--- config.mk ---
export PLATFORM = sky130hd
export DESIGN_NAME = integer_field_parser
export DESIGN_NICKNAME = d
export VERILOG_FILES = /design/src/hw/rtl/ifp_pkg.sv /design/src/hw/rtl/ifp_core.sv /design/src/hw/rtl/integer_field_parser.sv
export VERILOG_INCLUDE_DIRS = /design/src /design/src/hw/rtl
export SDC_FILE = /design/constraint.sdc
export NUM_CORES = 1
export LEC_CHECK = 0
export ABC_AREA = 1
export BUFFER_PORTS_ARGS = -buffer_cell sky130_fd_sc_hd__buf_2
export CAP_MARGIN = 20
export CORE_UTILIZATION = 41
export DETAILED_ROUTE_END_ITERATION = 10
export HOLD_SLACK_MARGIN = 0.12
export PLACE_DENSITY_LB_ADDON = 0.12
export REMOVE_ABC_BUFFERS = 1
export SYNTH_ARGS = -nofsm -noshare
export SYNTH_HDL_FRONTEND = slang
export SYNTH_SLANG_ARGS = --single-unit
--- constraint.sdc ---
create_clock -name clk -period 8.5 [get_ports clk]
set_input_delay 0.85 -clock clk [delete_from_list [all_inputs] [get_ports clk]]
set_output_delay 0.85 -clock clk [all_outputs]
set_load 0.005 [all_outputs]
--- src/hw/rtl/assert_macros.svh ---
// Assertion helpers for the parser RTL. Each macro expects clk and rst in scope.
`ifndef ASSERT_MACROS_SVH
`define ASSERT_MACROS_SVH

// Same-cycle implication, checked outside reset.
`define ASSERT_SAME(lbl, ante, cons, msg) \
  lbl: assert property (@(posedge clk) disable iff (rst) (ante) |-> (cons)) else $error(msg);

// Next-cycle implication, checked outside reset.
`define ASSERT_NEXT(lbl, ante, cons, msg) \
  lbl: assert property (@(posedge clk) disable iff (rst) (ante) |=> (cons)) else $error(msg);

`endif

--- src/hw/rtl/ifp_pkg.sv ---
`default_nettype none

package ifp_pkg;

  // One input word: a character and the start-of-field flag.
  typedef struct packed {
    logic [7:0] ch;
    logic       first;
  } in_word_t;

  // One result word.
  typedef struct packed {
    logic signed [31:0] parsed_value;
    logic [2:0]         status;
    logic [7:0]         stop_char;
  } out_word_t;

  typedef enum logic [2:0] {
    ST_OK             = 3'd0,
    ST_BAD_FIRST      = 3'd1,
    ST_TOO_MANY       = 3'd2,
    ST_OUT_OF_RANGE   = 3'd3,
    ST_EMPTY_SYMBOL   = 3'd4,
    ST_UNKNOWN_SYMBOL = 3'd5
  } status_t;

  typedef enum logic [2:0] {
    MODE_BLANK,
    MODE_SIGNED,
    MODE_FIRST,
    MODE_DIGITS,
    MODE_SYMBOL
  } mode_t;

  typedef enum logic [1:0] {
    RADIX_DEC,
    RADIX_BIN,
    RADIX_HEX
  } radix_t;

  // Configuration register indexes.
  localparam logic REG_MIN_VALUE = 1'b0;
  localparam logic REG_MAX_VALUE = 1'b1;

  localparam logic signed [31:0] MIN_VALUE_RESET = 32'sh8000_0000;
  localparam logic signed [31:0] MAX_VALUE_RESET = 32'sh7FFF_FFFF;

  localparam int ACC_W = 35;
  localparam int VAL_W = ACC_W + 1;
  localparam int COUNT_W = 6;

  // Characters with a meaning to the parser.
  localparam logic [7:0] CH_SPACE  = 8'h20;
  localparam logic [7:0] CH_TAB    = 8'h09;
  localparam logic [7:0] CH_HASH   = "#";
  localparam logic [7:0] CH_DOLLAR = "$";
  localparam logic [7:0] CH_MINUS  = "-";
  localparam logic [7:0] CH_PLUS   = "+";
  localparam logic [7:0] CH_B_LOW  = "b";
  localparam logic [7:0] CH_B_UP   = "B";

  // Symbol table. Names are right aligned so the newest character is the low byte.
  localparam int NUM_SYMBOLS = 29;
  localparam int SYM_CHARS = 9;
  localparam int SYM_W = SYM_CHARS * 8;
  localparam int SYM_LEN_W = 4;

  localparam logic [SYM_W-1:0] SYM_TEXT [NUM_SYMBOLS] = '{
    72'("vdig"), 72'("vana"), 72'("vsh"), 72'("vcomp"), 72'("leak"), 72'("rgpr"),
    72'("wllpr"), 72'("rgsh"), 72'("wllsh"), 72'("hlddel"), 72'("trim"), 72'("thr"),
    72'({"bias_", "bus"}), 72'("bias_sf"), 72'({"offset_", "op"}), 72'("bias_op"),
    72'({"offset_", "ro"}), 72'("ion"), 72'("bias_ph"), 72'({"bias_", "dac"}),
    72'({"bias_", "roc"}),
    72'("color"), 72'("npix"), 72'("sumcol"), 72'("cal"), 72'("caldel"),
    72'("rangetemp"), 72'("wbc"), 72'("ctrl")
  };

  localparam logic [SYM_LEN_W-1:0] SYM_LEN [NUM_SYMBOLS] = '{
    4'd4, 4'd4, 4'd3, 4'd5, 4'd4, 4'd4, 4'd5, 4'd4, 4'd5, 4'd6, 4'd4, 4'd3,
    4'd8, 4'd7, 4'd9, 4'd7, 4'd9, 4'd3, 4'd7, 4'd8, 4'd8, 4'd5, 4'd4, 4'd6,
    4'd3, 4'd6, 4'd9, 4'd3, 4'd4
  };

  localparam logic [7:0] SYM_VAL [NUM_SYMBOLS] = '{
    8'h01, 8'h02, 8'h03, 8'h04, 8'h05, 8'h06, 8'h07, 8'h08, 8'h09, 8'h0A,
    8'h0B, 8'h0C, 8'h0D, 8'h0E, 8'h0F, 8'h10, 8'h11, 8'h12, 8'h13, 8'h14,
    8'h15, 8'h16, 8'h17, 8'h18, 8'h19, 8'h1A, 8'h1B, 8'hFE, 8'hFD
  };

  typedef struct packed {
    logic       ok;
    logic [3:0] value;
  } digit_t;

  typedef struct packed {
    logic       found;
    logic [7:0] value;
  } sym_hit_t;

  // Result of one parse step, passed from the core to the top level.
  typedef struct packed {
    logic      hit;
    out_word_t word;
  } step_res_t;

  // Digit value of a character in the given radix.
  function automatic digit_t digit_of(input logic [7:0] c, input radix_t r);
    digit_t     res;
    logic       ok;
    logic [3:0] d;
    ok = 1'b1;
    d = 4'd0;
    if (c >= "0" && c <= "9") begin
      d = 4'(c - "0");
    end else if (c >= "A" && c <= "F") begin
      d = 4'(c - "A" + 8'd10);
    end else if (c >= "a" && c <= "f") begin
      d = 4'(c - "a" + 8'd10);
    end else begin
      ok = 1'b0;
    end
    unique case (r)
      RADIX_BIN: res.ok = ok && (d < 4'd2);
      RADIX_HEX: res.ok = ok;
      default:   res.ok = ok && (d < 4'd10);
    endcase
    res.value = d;
    return res;
  endfunction

  function automatic logic [COUNT_W-1:0] max_digits(input radix_t r);
    logic [COUNT_W-1:0] n;
    unique case (r)
      RADIX_BIN: n = COUNT_W'(32);
      RADIX_HEX: n = COUNT_W'(8);
      default:   n = COUNT_W'(10);
    endcase
    return n;
  endfunction

  function automatic logic is_name_char(input logic [7:0] c);
    return (c >= "0" && c <= "9") || (c >= "A" && c <= "Z") ||
           (c >= "a" && c <= "z") || (c == "_");
  endfunction

  // Table search; only the low len bytes of text are meaningful.
  function automatic sym_hit_t sym_lookup(input logic [SYM_W-1:0] text,
                                          input logic [SYM_LEN_W-1:0] len);
    sym_hit_t res;
    logic     match;
    res.found = 1'b0;
    res.value = 8'h00;
    for (int i = 0; i < NUM_SYMBOLS; i++) begin
      match = (len == SYM_LEN[i]);
      for (int k = 0; k < SYM_CHARS; k++) begin
        if (k < int'(len) && text[k*8 +: 8] != SYM_TEXT[i][k*8 +: 8]) begin
          match = 1'b0;
        end
      end
      if (match && !res.found) begin
        res.found = 1'b1;
        res.value = SYM_VAL[i];
      end
    end
    return res;
  endfunction

endpackage

`default_nettype wire

--- src/hw/rtl/ifp_core.sv ---
`default_nettype none

module ifp_core
  import ifp_pkg::*;
#(
  parameter int MAX_SYMBOL_LENGTH = 16
) (
  input  logic               clk,
  input  logic               rst,
  input  logic               fire,
  input  in_word_t           item,
  input  logic signed [31:0] min_value,
  input  logic signed [31:0] max_value,
  output step_res_t          res
);

  localparam int LEN_W = $clog2(MAX_SYMBOL_LENGTH + 1);

  // Parse state.
  mode_t              mode, mode_next;
  logic               negative, negative_next;
  radix_t             radix_sel, radix_next;
  logic [COUNT_W-1:0] digit_count, digit_count_next;
  logic [ACC_W-1:0]   accumulator, accumulator_next;
  logic [LEN_W-1:0]   symbol_length, symbol_length_next;
  logic               field_done, field_done_next;
  logic [SYM_W-1:0]   symbol_chars, symbol_chars_next;

  // Working values for the current word.
  mode_t                   mode_cur;
  logic                    negative_cur;
  radix_t                  radix_cur;
  logic [COUNT_W-1:0]      count_cur;
  logic [ACC_W-1:0]        acc_cur;
  logic [LEN_W-1:0]        len_cur;
  logic                    done_cur;
  logic                    to_signed, to_first;
  logic [7:0]              c;
  digit_t                  dig;
  sym_hit_t                sym;
  logic                    check_range;
  status_t                 status_raw;
  logic signed [VAL_W-1:0] value_raw;
  logic signed [VAL_W-1:0] min_ext, max_ext;
  logic [ACC_W-1:0]        acc_step;

  assign c = item.ch;
  assign min_ext = {{(VAL_W-32){min_value[31]}}, min_value};
  assign max_ext = {{(VAL_W-32){max_value[31]}}, max_value};

  // A new field restarts from the reset state.
  always_comb begin
    mode_cur     = item.first ? MODE_BLANK : mode;
    negative_cur = item.first ? 1'b0 : negative;
    radix_cur    = item.first ? RADIX_DEC : radix_sel;
    count_cur    = item.first ? '0 : digit_count;
    acc_cur      = item.first ? '0 : accumulator;
    len_cur      = item.first ? '0 : symbol_length;
    done_cur     = item.first ? 1'b0 : field_done;
  end

  assign dig = digit_of(c, radix_cur);
  assign sym = sym_lookup(symbol_chars, SYM_LEN_W'(len_cur));

  // Accumulator times the radix plus the new digit.
  always_comb begin
    unique case (radix_cur)
      RADIX_BIN: acc_step = (acc_cur << 1) + ACC_W'(dig.value);
      RADIX_HEX: acc_step = (acc_cur << 4) + ACC_W'(dig.value);
      default:   acc_step = (acc_cur << 3) + (acc_cur << 1) + ACC_W'(dig.value);
    endcase
  end

  // One parse step: next state and an optional result.
  always_comb begin
    mode_next          = mode_cur;
    negative_next      = negative_cur;
    radix_next         = radix_cur;
    digit_count_next   = count_cur;
    accumulator_next   = acc_cur;
    symbol_length_next = len_cur;
    symbol_chars_next  = symbol_chars;
    to_signed          = 1'b0;
    to_first           = 1'b0;
    res.hit            = 1'b0;
    status_raw         = ST_OK;
    value_raw          = '0;
    check_range        = 1'b0;

    if (!done_cur) begin
      // Leading blanks, symbol marker and sign.
      if (mode_cur == MODE_BLANK) begin
        if (c == CH_SPACE || c == CH_TAB) begin
          mode_next = MODE_BLANK;
        end else if (c == CH_HASH) begin
          mode_next = MODE_SYMBOL;
        end else if (c == CH_MINUS || c == CH_PLUS) begin
          negative_next = (c == CH_MINUS);
          mode_next = MODE_SIGNED;
        end else begin
          to_signed = 1'b1;
        end
      end

      // Radix prefix.
      if (mode_cur == MODE_SIGNED || to_signed) begin
        if (c == CH_B_LOW || c == CH_B_UP) begin
          radix_next = RADIX_BIN;
          mode_next = MODE_FIRST;
        end else if (c == CH_DOLLAR) begin
          radix_next = RADIX_HEX;
          mode_next = MODE_FIRST;
        end else begin
          to_first = 1'b1;
        end
      end

      // First digit.
      if (mode_cur == MODE_FIRST || to_first) begin
        if (!dig.ok) begin
          res.hit = 1'b1;
          status_raw = ST_BAD_FIRST;
        end else begin
          accumulator_next = ACC_W'(dig.value);
          digit_count_next = COUNT_W'(1);
          mode_next = MODE_DIGITS;
        end
      end

      // Further digits, or the end of a number.
      if (mode_cur == MODE_DIGITS) begin
        if (dig.ok) begin
          if (count_cur >= max_digits(radix_cur)) begin
            res.hit = 1'b1;
            status_raw = ST_TOO_MANY;
          end else begin
            accumulator_next = acc_step;
            digit_count_next = count_cur + COUNT_W'(1);
          end
        end else begin
          res.hit = 1'b1;
          check_range = 1'b1;
          value_raw = negative_cur ? -$signed({1'b0, acc_cur}) : $signed({1'b0, acc_cur});
        end
      end

      // Symbol name characters, or the end of the symbol.
      if (mode_cur == MODE_SYMBOL) begin
        if (len_cur < LEN_W'(MAX_SYMBOL_LENGTH) && is_name_char(c)) begin
          symbol_chars_next = {symbol_chars[SYM_W-9:0], c};
          symbol_length_next = len_cur + LEN_W'(1);
        end else begin
          res.hit = 1'b1;
          if (len_cur == '0) begin
            status_raw = ST_EMPTY_SYMBOL;
          end else if (len_cur <= LEN_W'(SYM_CHARS) && sym.found) begin
            check_range = 1'b1;
            value_raw = $signed({{(VAL_W-8){1'b0}}, sym.value});
          end else begin
            status_raw = ST_UNKNOWN_SYMBOL;
          end
        end
      end
    end

    if (check_range && (value_raw < min_ext || value_raw > max_ext)) begin
      status_raw = ST_OUT_OF_RANGE;
    end
    field_done_next = done_cur || res.hit;

    res.word.parsed_value = (status_raw == ST_OK) ? value_raw[31:0] : 32'sd0;
    res.word.status       = status_raw;
    res.word.stop_char    = c;
  end

  // Control state.
  always_ff @(posedge clk) begin
    if (rst) begin
      mode          <= MODE_BLANK;
      negative      <= 1'b0;
      radix_sel     <= RADIX_DEC;
      digit_count   <= '0;
      accumulator   <= '0;
      symbol_length <= '0;
      field_done    <= 1'b0;
    end else if (fire) begin
      mode          <= mode_next;
      negative      <= negative_next;
      radix_sel     <= radix_next;
      digit_count   <= digit_count_next;
      accumulator   <= accumulator_next;
      symbol_length <= symbol_length_next;
      field_done    <= field_done_next;
    end
  end

  // Symbol name shift line; only the bytes below the length are read.
  always_ff @(posedge clk) begin
    if (fire) begin
      symbol_chars <= symbol_chars_next;
    end
  end

endmodule

`default_nettype wire

--- src/hw/rtl/integer_field_parser.sv ---
`default_nettype none
`include "assert_macros.svh"

// Channel  | Handshake                 | Word
// ---------+---------------------------+-------------------------------------
// in       | in_valid / in_ready       | in_data: ch, first
// out      | out_valid / out_ready     | out_data: parsed_value, status, stop_char
// cfg      | cfg_we (no wait)          | cfg_index, cfg_data
//
// One character is taken every cycle as long as results are taken; it is parsed
// from the input register and its result, if any, appears in the output register.
// Throughput is one word per cycle as long as results are taken.
// A result waiting in the output register only stalls a word that has its own
// result; words that give no result keep flowing.
// Reset is synchronous; it clears the parse state and loads the range limits.

module integer_field_parser
  import ifp_pkg::*;
#(
  parameter int MAX_SYMBOL_LENGTH = 16
) (
  input  logic        clk,
  input  logic        rst,
  input  logic        in_valid,
  output logic        in_ready,
  input  in_word_t    in_data,
  output logic        out_valid,
  input  logic        out_ready,
  output out_word_t   out_data,
  input  logic        cfg_we,
  input  logic        cfg_index,
  input  logic [31:0] cfg_data
);

  logic               stage_valid;
  in_word_t           stage_word;
  logic               step_fire;
  logic               out_free;
  step_res_t          res;
  logic signed [31:0] min_value;
  logic signed [31:0] max_value;

  // Configuration registers.
  always_ff @(posedge clk) begin
    if (rst) begin
      min_value <= MIN_VALUE_RESET;
      max_value <= MAX_VALUE_RESET;
    end else if (cfg_we) begin
      unique case (cfg_index)
        REG_MIN_VALUE: min_value <= $signed(cfg_data);
        REG_MAX_VALUE: max_value <= $signed(cfg_data);
        default: ;
      endcase
    end
  end

  // Handshake: a word leaves the input register unless its result is blocked.
  assign out_free  = !out_valid || out_ready;
  assign step_fire = stage_valid && (!res.hit || out_free);
  assign in_ready  = !stage_valid || step_fire;

  // Input register.
  always_ff @(posedge clk) begin
    if (rst) begin
      stage_valid <= 1'b0;
    end else if (in_valid && in_ready) begin
      stage_valid <= 1'b1;
    end else if (step_fire) begin
      stage_valid <= 1'b0;
    end
  end

  always_ff @(posedge clk) begin
    if (in_valid && in_ready) begin
      stage_word <= in_data;
    end
  end

  ifp_core #(
    .MAX_SYMBOL_LENGTH(MAX_SYMBOL_LENGTH)
  ) u_core (
    .clk      (clk),
    .rst      (rst),
    .fire     (step_fire),
    .item     (stage_word),
    .min_value(min_value),
    .max_value(max_value),
    .res      (res)
  );

  // Output register.
  always_ff @(posedge clk) begin
    if (rst) begin
      out_valid <= 1'b0;
    end else if (step_fire && res.hit) begin
      out_valid <= 1'b1;
    end else if (out_ready) begin
      out_valid <= 1'b0;
    end
  end

  always_ff @(posedge clk) begin
    if (step_fire && res.hit) begin
      out_data <= res.word;
    end
  end

  // An error result never carries a value.
  `ASSERT_SAME(a_err_zero, out_valid && out_data.status != ST_OK, out_data.parsed_value == 32'sd0, "error result with nonzero value")
  // A word that cannot move stays in the input register unchanged.
  `ASSERT_NEXT(a_stage_hold, stage_valid && !step_fire, stage_valid && $stable(stage_word), "stalled input word lost")
  // A result is only produced when the output register can take it.
  `ASSERT_SAME(a_no_overwrite, step_fire && res.hit, out_free, "result overwrote a pending word")

endmodule

`default_nettype wire
==> results of run 1 <==
==> layout make-up <==
type	count	area [µm²]	share of cell area, %
multi-input combinational	1743	10100	49.7
antenna	1	2.50	0.0123
sequential	243	6110	30.1
timing repair buffer	116	676	3.33
inverter	442	1670	8.21
clock inverter	14	256	1.26
tap	585	732	3.60
clock buffer	38	778	3.83
==> path summary, 6_finish.rpt <==
| kind | end | cells past startpoint |
|---|---|---|
| min reg2reg | u_core.symbol_chars[68] | 0 |
| max | out_data[11] | 47 |
| max reg2reg | out_data[11] | 47 |
| min | u_core.symbol_chars[68] | 0 |
==> metrics by stage <==
step | setup slack [ns] | cell area, µm²
6_report | 0.996 | 20300
5_1_grt | 0.199 | 20300
4_1_cts | 1.06 | 20300
3_5_place_dp | 1.06 | 19200
3_3_place_gp | 1.29 | 19200
2_1_floorplan | 1.50 | 17900
==> critical path: cells and delay by family, from the launching register on <==
family | cells | cell delay, ns
compound gates | 10 | 2.00
flops | 1 | 0.48
buf+inv | 5 | 0.78
simple gates | 29 | 3.25
xor+xnor | 1 | 0.15
fa+ha+maj | 2 | 0.57
==> layer usage <==
metal	global-route usage, %	up-vias	wire length (µm)
met5	0	-	0
met4	5.90	0	1130
met3	2.98	78	3740
met2	41.8	553	25900
met1	39.9	8270	29600
li1	-	8730	-
==> kinds of logic after synthesis <==
group           count (synthesis)  synth area share (%)
buf+inv                       507                  10.7
simple gates                  990                  24.2
xor+xnor                       19                 0.918
fa+ha+maj                     156                  10.9
mux                             2                 0.117
compound gates                576                  19.4
flops                         243                  33.7
==> power breakdown <==
part	total [W]	switching (W)	internal (W)	leakage (nW)
Clock	0.00136	0.000513	0.000852	0.503
Sequential	0.00130	0.0000229	0.00128	2.15
Combinational	0.000549	0.000390	0.000159	6.21
Total	0.00322	0.000926	0.00229	8.86
==> cells in the mapped netlist (5+ instances only) <==
| master | n | area (µm²) |
|---|---|---|
| sky130_fd_sc_hd__a221oi_1 | 30 | 263 |
| sky130_fd_sc_hd__dfxtp_1 | 119 | 2380 |
| sky130_fd_sc_hd__a31oi_1 | 17 | 106 |
| sky130_fd_sc_hd__nand3_1 | 85 | 425 |
| sky130_fd_sc_hd__nand2_1 | 375 | 1410 |
| sky130_fd_sc_hd__nand4_1 | 53 | 332 |
| sky130_fd_sc_hd__a21oi_1 | 192 | 961 |
| sky130_fd_sc_hd__or2_2 | 10 | 62.6 |
| sky130_fd_sc_hd__nor3_1 | 80 | 400 |
| sky130_fd_sc_hd__ha_1 | 153 | 1910 |
| sky130_fd_sc_hd__inv_2 | 5 | 18.8 |
| sky130_fd_sc_hd__nor2_1 | 306 | 1150 |
| sky130_fd_sc_hd__nand2_4 | 5 | 56.3 |
| sky130_fd_sc_hd__edfxtp_1 | 124 | 3720 |
| sky130_fd_sc_hd__a211oi_1 | 48 | 360 |
| sky130_fd_sc_hd__o211ai_1 | 45 | 338 |
| sky130_fd_sc_hd__o21ai_0 | 169 | 846 |
| sky130_fd_sc_hd__inv_1 | 431 | 1620 |
| sky130_fd_sc_hd__xor2_1 | 13 | 114 |
| sky130_fd_sc_hd__clkbuf_1 | 58 | 218 |
| sky130_fd_sc_hd__o31ai_1 | 12 | 90.1 |
| sky130_fd_sc_hd__nor4_1 | 27 | 169 |
| sky130_fd_sc_hd__xnor2_1 | 6 | 52.6 |
| sky130_fd_sc_hd__o221ai_1 | 22 | 193 |
| sky130_fd_sc_hd__nor2_2 | 24 | 150 |
==> state kept, by name (all words and copies together), names as in the netlist <==
register,count
u_core.digit_count,6
stage_word,9
u_core.radix_sel,2
min_value,32
u_core.negative,1
u_core.accumulator,35
out_data,43
u_core.symbol_chars,72
u_core.symbol_length,5
out_valid,1
stage_valid,1
u_core.field_done,1
max_value,32
u_core.mode,3
==> flow_metrics.env, run 1 <==
export IMPL_hold_path_class="flip-flop to flip-flop"
export IMPL_detailedPlacementHpwl_um=46600
export IMPL_cts_hold_repair_buffers=0
export IMPL_grt_start_max_net_pins=77
export IMPL_synth_cell_area_mm2=0.0181
export IMPL_r2r_start="stage_word[0]"
export IMPL_cts_inserted_buffers=28
export IMPL_overall_track_demand_over_capacity_in_global_routing_pct=26.9
export IMPL_gp_congestion=0.934
export IMPL_status="finished clean"
export IMPL_synth_seq_area_share_pct=33.7
export IMPL_whs_ns=0.447
export IMPL_ys_async_sr_fraction_pct=0
export IMPL_grt_pass1_vias=16773
export IMPL_power_static_leakage_nw=8.86
export IMPL_portBuffers=91
export IMPL_synth_warnings=0
export IMPL_post_cts_resize_count=0
export IMPL_start_kind="flip-flop"
export IMPL_layout_cells_most_common="sky130_fd_sc_hd__inv_1"
export IMPL_arrival_ns=7.83
export IMPL_drive_gt1_share_pct=8.94
export IMPL_critical_path_peak_fanout=20
export IMPL_crit_top_cell="sky130_fd_sc_hd__nor2_1"
export IMPL_worstSkewPairLatency_ns=0.59
export IMPL_initial_utilization_pct=41.8
export IMPL_dpl_cell_count=3128
export IMPL_design_final_nets=2777
export IMPL_clock_tree_htree_level_count=1
export IMPL_timing_max_slew_rel_slack_pct=39.5
export IMPL_max_cap_viol_count=0
export IMPL_route_detailed_wl_per_inst_um=19.0
export IMPL_utilization_pct=46.8
export IMPL_worst_setup_path_type="flip-flop to flip-flop"
export IMPL_totalNegativeSetupSlack_ns=0
export IMPL_netlist_instances=2493
export IMPL_avgViaCountPerCell=5.54
export IMPL_fmax_mhz=133
export IMPL_detail_route_antenna_nets=0
export IMPL_powerDensity_mw_per_mm2=158
export IMPL_report_final_hold_viol_count=0
export IMPL_finalWirelength_um=60400
export IMPL_placementRows=76
export IMPL_ctsLongestPathBuffers=3
export IMPL_rrSetupSlack_ns=1.0
export IMPL_period_share_pct=88.3
export IMPL_worst_path_largest_cell_delay_ns=0.48
export IMPL_area_growth_syn_to_layout_pct=12.0
export IMPL_setup_worst_path_end_class="flip-flop"
export IMPL_measured_slew_at_the_worst_slew_check_pin_ns=0.896
export IMPL_critPathSlowestCell="sky130_fd_sc_hd__edfxtp_1"
export IMPL_cts_clk_pin_slew_worst_paths_ns=0.06
export IMPL_edff_count_synth=124
export IMPL_finalNonFillerCells=3182
export IMPL_syn_area_per_cell_um2=7.27
export IMPL_timing_final_max_slew_violations=0
export IMPL_cts_sinks=243
export IMPL_worst_clock_skew_ns=0.0357
export IMPL_report_final_setup_viol=0
export IMPL_filler_cell_count=4444
export IMPL_fp_dieArea_mm2=0.0451
export IMPL_commonest_non_fill_non_tap_cells_in_the_layout="sky130_fd_sc_hd__inv_1, sky130_fd_sc_hd__nand2_1, sky130_fd_sc_hd__nor2_1"
export IMPL_tritoncts="done"
export IMPL_design_portCount=92
export IMPL_antenna_violations_before_repair=1
export IMPL_grt_pass1_wl_um=94600
export IMPL_synth_seq_cells=243
export IMPL_core_box_area_mm2=0.0434
export IMPL_global_route_overflow_total=0
export IMPL_floorplan_die_height_um=212
export IMPL_remaining_drc_errors=0
export IMPL_design_power_total_w=0.00322
export IMPL_die_w_um=212
export IMPL_worstHoldStart="u_core.symbol_chars[60]"
export IMPL_yosysUniqueCellTypes=68
export IMPL_detailedRoute_firstPassIterationCount=6
export IMPL_critical_path_required_ns=8.83
export IMPL_unrepaired_setup_endpoints_after_global_routing="false"
export IMPL_critical_path_startpoint="stage_word[0]"
export IMPL_ys_flop_type="sky130_fd_sc_hd__edfxtp_1"
export IMPL_vias=17631
export IMPL_ir_drop_v=0.000164
export IMPL_finalWorstPathRequiredPeriod_ns=7.50
export IMPL_drt_initial_drc_count=1790
export IMPL_root_buffer_selected_by_cts="sky130_fd_sc_hd__clkbuf_16"
export IMPL_cts_post_setup_buffers_inserted=0
Power figures use the tool's default switching activity.
==> run 2: changes to the inputs <==
SYNTH_HIERARCHICAL = 1   (was unset)
==> run 2 against run 1 <==
Against the previous run:
- clock power down 6%
- die area rose by 2.4%
- clock skew decreased by 0.013 ns
- sequential power is essentially flat
- non-clock buffer count is 9 lower
- area after synthesis up 2.5%
- wire length increased by 5.8%
- sequential share of layout area fell by 0.34 points
==> flow_metrics.env, run 2 <==
export IMPL_worstSkewPairLatency_ns=0.58
export IMPL_worst_setup_path_type="flip-flop to flip-flop"
export IMPL_arrival_ns=7.99
export IMPL_measured_slew_at_the_worst_slew_check_pin_ns=1.09
export IMPL_synth_top_cell_by_area="sky130_fd_sc_hd__edfxtp_1"
export IMPL_syn_area_per_cell_um2=7.12
export IMPL_initial_utilization_pct=41.8
export IMPL_detailedRoute_firstPassIterationCount=6
export IMPL_gp_congestion=1.01
export IMPL_power_static_leakage_nw=9.34
export IMPL_biggestRegsByFlops="u_core/symbol_chars x72, out_data x43, u_core/accumulator x35"
export IMPL_cts_sinks=243
export IMPL_powerDensity_mw_per_mm2=148
export IMPL_ys_async_sr_fraction_pct=0
export IMPL_detailedPlacementHpwl_um=49000
export IMPL_yosysUniqueCellTypes=64
export IMPL_detail_route_antenna_nets=0
export IMPL_edff_count_synth=124
export IMPL_dpl_cell_count=3239
export IMPL_dpl_cell_area_mm2=0.0196
export IMPL_antenna_violations_before_repair=0
export IMPL_status="finished clean"
export IMPL_critPathSlowestCell="sky130_fd_sc_hd__edfxtp_1"
export IMPL_timing_max_slew_rel_slack_pct=26.1
export IMPL_synth_top_cell_area_share_pct=20.0
export IMPL_die_w_um=215
export IMPL_drive_gt1_share_pct=8.74
export IMPL_design_final_nets=2881
export IMPL_ctsLongestPathBuffers=3
export IMPL_postLayoutCellArea_mm2=0.0205
export IMPL_avgViaCountPerCell=5.52
export IMPL_hold_path_class="primary input to flip-flop"
export IMPL_r2r_start="stage_word[1]"
export IMPL_grt_pass1_vias=17567
export IMPL_setup_worst_path_end_class="flip-flop"
export IMPL_report_final_setup_viol=0
export IMPL_r2r_end="out_data[42]"
export IMPL_report_final_hold_viol_count=0
export IMPL_period_share_pct=88.7
export IMPL_area_growth_syn_to_layout_pct=10.6
export IMPL_commonest_non_fill_non_tap_cells_in_the_layout="sky130_fd_sc_hd__inv_1, sky130_fd_sc_hd__nand2_1, sky130_fd_sc_hd__nor2_1"
export IMPL_cts_inserted_buffers=29
export IMPL_overall_track_demand_over_capacity_in_global_routing_pct=27.2
export IMPL_vias=18175
export IMPL_timing_final_max_slew_violations=0
export IMPL_core_box_area_mm2=0.0444
export IMPL_yosys_cell_count_top_type="sky130_fd_sc_hd__inv_1"
export IMPL_grt_start_max_net_pins=69
export IMPL_remaining_drc_errors=0
export IMPL_critical_path_startpoint="stage_word[1]"
export IMPL_portBuffers=91
export IMPL_drt_initial_drc_count=1423
export IMPL_fmax_mhz=133
export IMPL_critical_path_required_ns=8.95
export IMPL_reg2reg_depth=35
export IMPL_ir_drop_v=0.000140
export IMPL_cts_clk_pin_slew_worst_paths_ns=0.06
export IMPL_route_detailed_wl_per_inst_um=19.4
export IMPL_worst_path_largest_cell_delay_ns=0.49
export IMPL_synth_seq_area_share_pct=32.9
export IMPL_finalWirelength_um=63900
export IMPL_placementRows=77
export IMPL_cts_post_setup_buffers_inserted=0
export IMPL_synth_cells_most_frequent="sky130_fd_sc_hd__inv_1, sky130_fd_sc_hd__nand2_1, sky130_fd_sc_hd__nor2_1, sky130_fd_sc_hd__a21oi_1, sky130_fd_sc_hd__o21ai_0"
export IMPL_critical_path_peak_fanout=24
export IMPL_start_kind="flip-flop"
export IMPL_worst_clock_skew_ns=0.0226
export IMPL_timing_critical_path_to="out_data[42]"
export IMPL_diodes_inserted=0
export IMPL_global_route_overflow_total=0
export IMPL_largest_register_ffs=72
export IMPL_crit_top_cell="sky130_fd_sc_hd__nand2_1"
export IMPL_synth_cell_area_mm2=0.0186
export IMPL_regMostFlops="u_core/symbol_chars"
export IMPL_finalNonFillerCells=3293
export IMPL_unrepaired_setup_endpoints_after_global_routing="false"
export IMPL_fp_dieArea_mm2=0.0462
export IMPL_grt_pass1_wl_um=99100
export IMPL_synth_warnings=6
export IMPL_design_portCount=92
export IMPL_max_cap_viol_count=0
export IMPL_clock_tree_htree_level_count=1
export IMPL_finalWorstPathRequiredPeriod_ns=7.54
export IMPL_post_cts_resize_count=0
export IMPL_cts_hold_repair_buffers=0
export IMPL_rrSetupSlack_ns=0.96
export IMPL_floorplan_die_height_um=215
export IMPL_netlist_instances=2610
export IMPL_ys_flop_type="sky130_fd_sc_hd__edfxtp_1"
export IMPL_synth_seq_cells=243
export IMPL_layout_cells_most_common="sky130_fd_sc_hd__inv_1"
export IMPL_synthTopCellsByArea="sky130_fd_sc_hd__edfxtp_1, sky130_fd_sc_hd__dfxtp_1, sky130_fd_sc_hd__ha_1"
export IMPL_tritoncts="done"
export IMPL_root_buffer_selected_by_cts="sky130_fd_sc_hd__clkbuf_16"
## run 2: cell families (layout without fill, tap and decap cells)
kind of cell,after synthesis,in the layout,share of synthesized area [%]
and+or+nand+nor,1139,1139,27.6
DFF,243,243,32.9
xor gates and xnor gates,25,25,1.18
AOI/OAI and AO/OA,518,518,16.5
adders and majority gates,156,156,10.6
buffers and inverters,529,620,11.2
## run 2: layout make-up
| type | count | area [µm²] |
|---|---|---|
| Fill cell | 4536 | 23900 |
| Multi-Input combinational cell | 1838 | 10400 |
| Sequential cell | 243 | 6110 |
| Inverter | 459 | 1730 |
| Clock buffer | 37 | 808 |
| Tap cell | 592 | 741 |
| Timing Repair Buffer | 107 | 601 |
| Clock inverter | 17 | 165 |
## run 2: worst min path at each step
| stage | from | to | slack (ns) | depth (start not counted) |
|---|---|---|---|---|
| after global routing | in_data[3] | stage_word[3] | 0.43 | 1 |
| after CTS | in_data[3] | stage_word[3] | 0.42 | 1 |
| after floorplan | u_core/symbol_chars[37] | u_core/symbol_chars[45] | 0.43 | 0 |
| after detailed placement | u_core/symbol_chars[6] | u_core/symbol_chars[14] | 0.44 | 0 |
| after global placement | u_core/symbol_chars[60] | u_core/symbol_chars[68] | 0.43 | 0 |
| final | in_data[3] | stage_word[3] | 0.44 | 1 |
## run 2: critical path, delay by kind of cell, from the launching register on
kind | cells | cell delay [ns]
buf+inv | 6 | 1.31
xor+xnor | 1 | 0.11
flops | 1 | 0.49
simple gates | 16 | 3.30
fa+ha+maj | 2 | 0.45
compound gates | 10 | 1.69
## run 2: power breakdown
part / total (W) / leakage (nW) / switching [W] / internal, W
sequential: 0.00131 / 2.13 / 0.0000292 / 0.00128
clock: 0.00128 / 0.473 / 0.000536 / 0.000739
combinational: 0.000462 / 6.73 / 0.000326 / 0.000136
## run 2: metal layers
layer,up-vias,GRT usage (%),part of all wire (%)
li1,8903,-,-
met1,8525,33.0,41
met2,610,49.5,50
met3,137,2.55,4.7
met4,0,10.1,4.1
met5,-,0,0
## run 2: metrics by stage
step / hold WS [ns] / total power (W) / setup WS (ns) / utilization [%] / TNS (ns)
finish: 0.444 / 0.00304 / 0.959 / 46.2 / 0
global route: 0.426 / 0.00317 / 0.306 / 46.2 / 0
CTS: 0.419 / 0.00307 / 1.06 / 46.2 / 0
detailed placement: 0.438 / 0.00179 / 1.14 / 44.1 / 0
global placement: 0.432 / 0.00179 / 1.39 / 44.1 / 0
floorplan: 0.426 / 0.00162 / -0.680 / - / -24.37
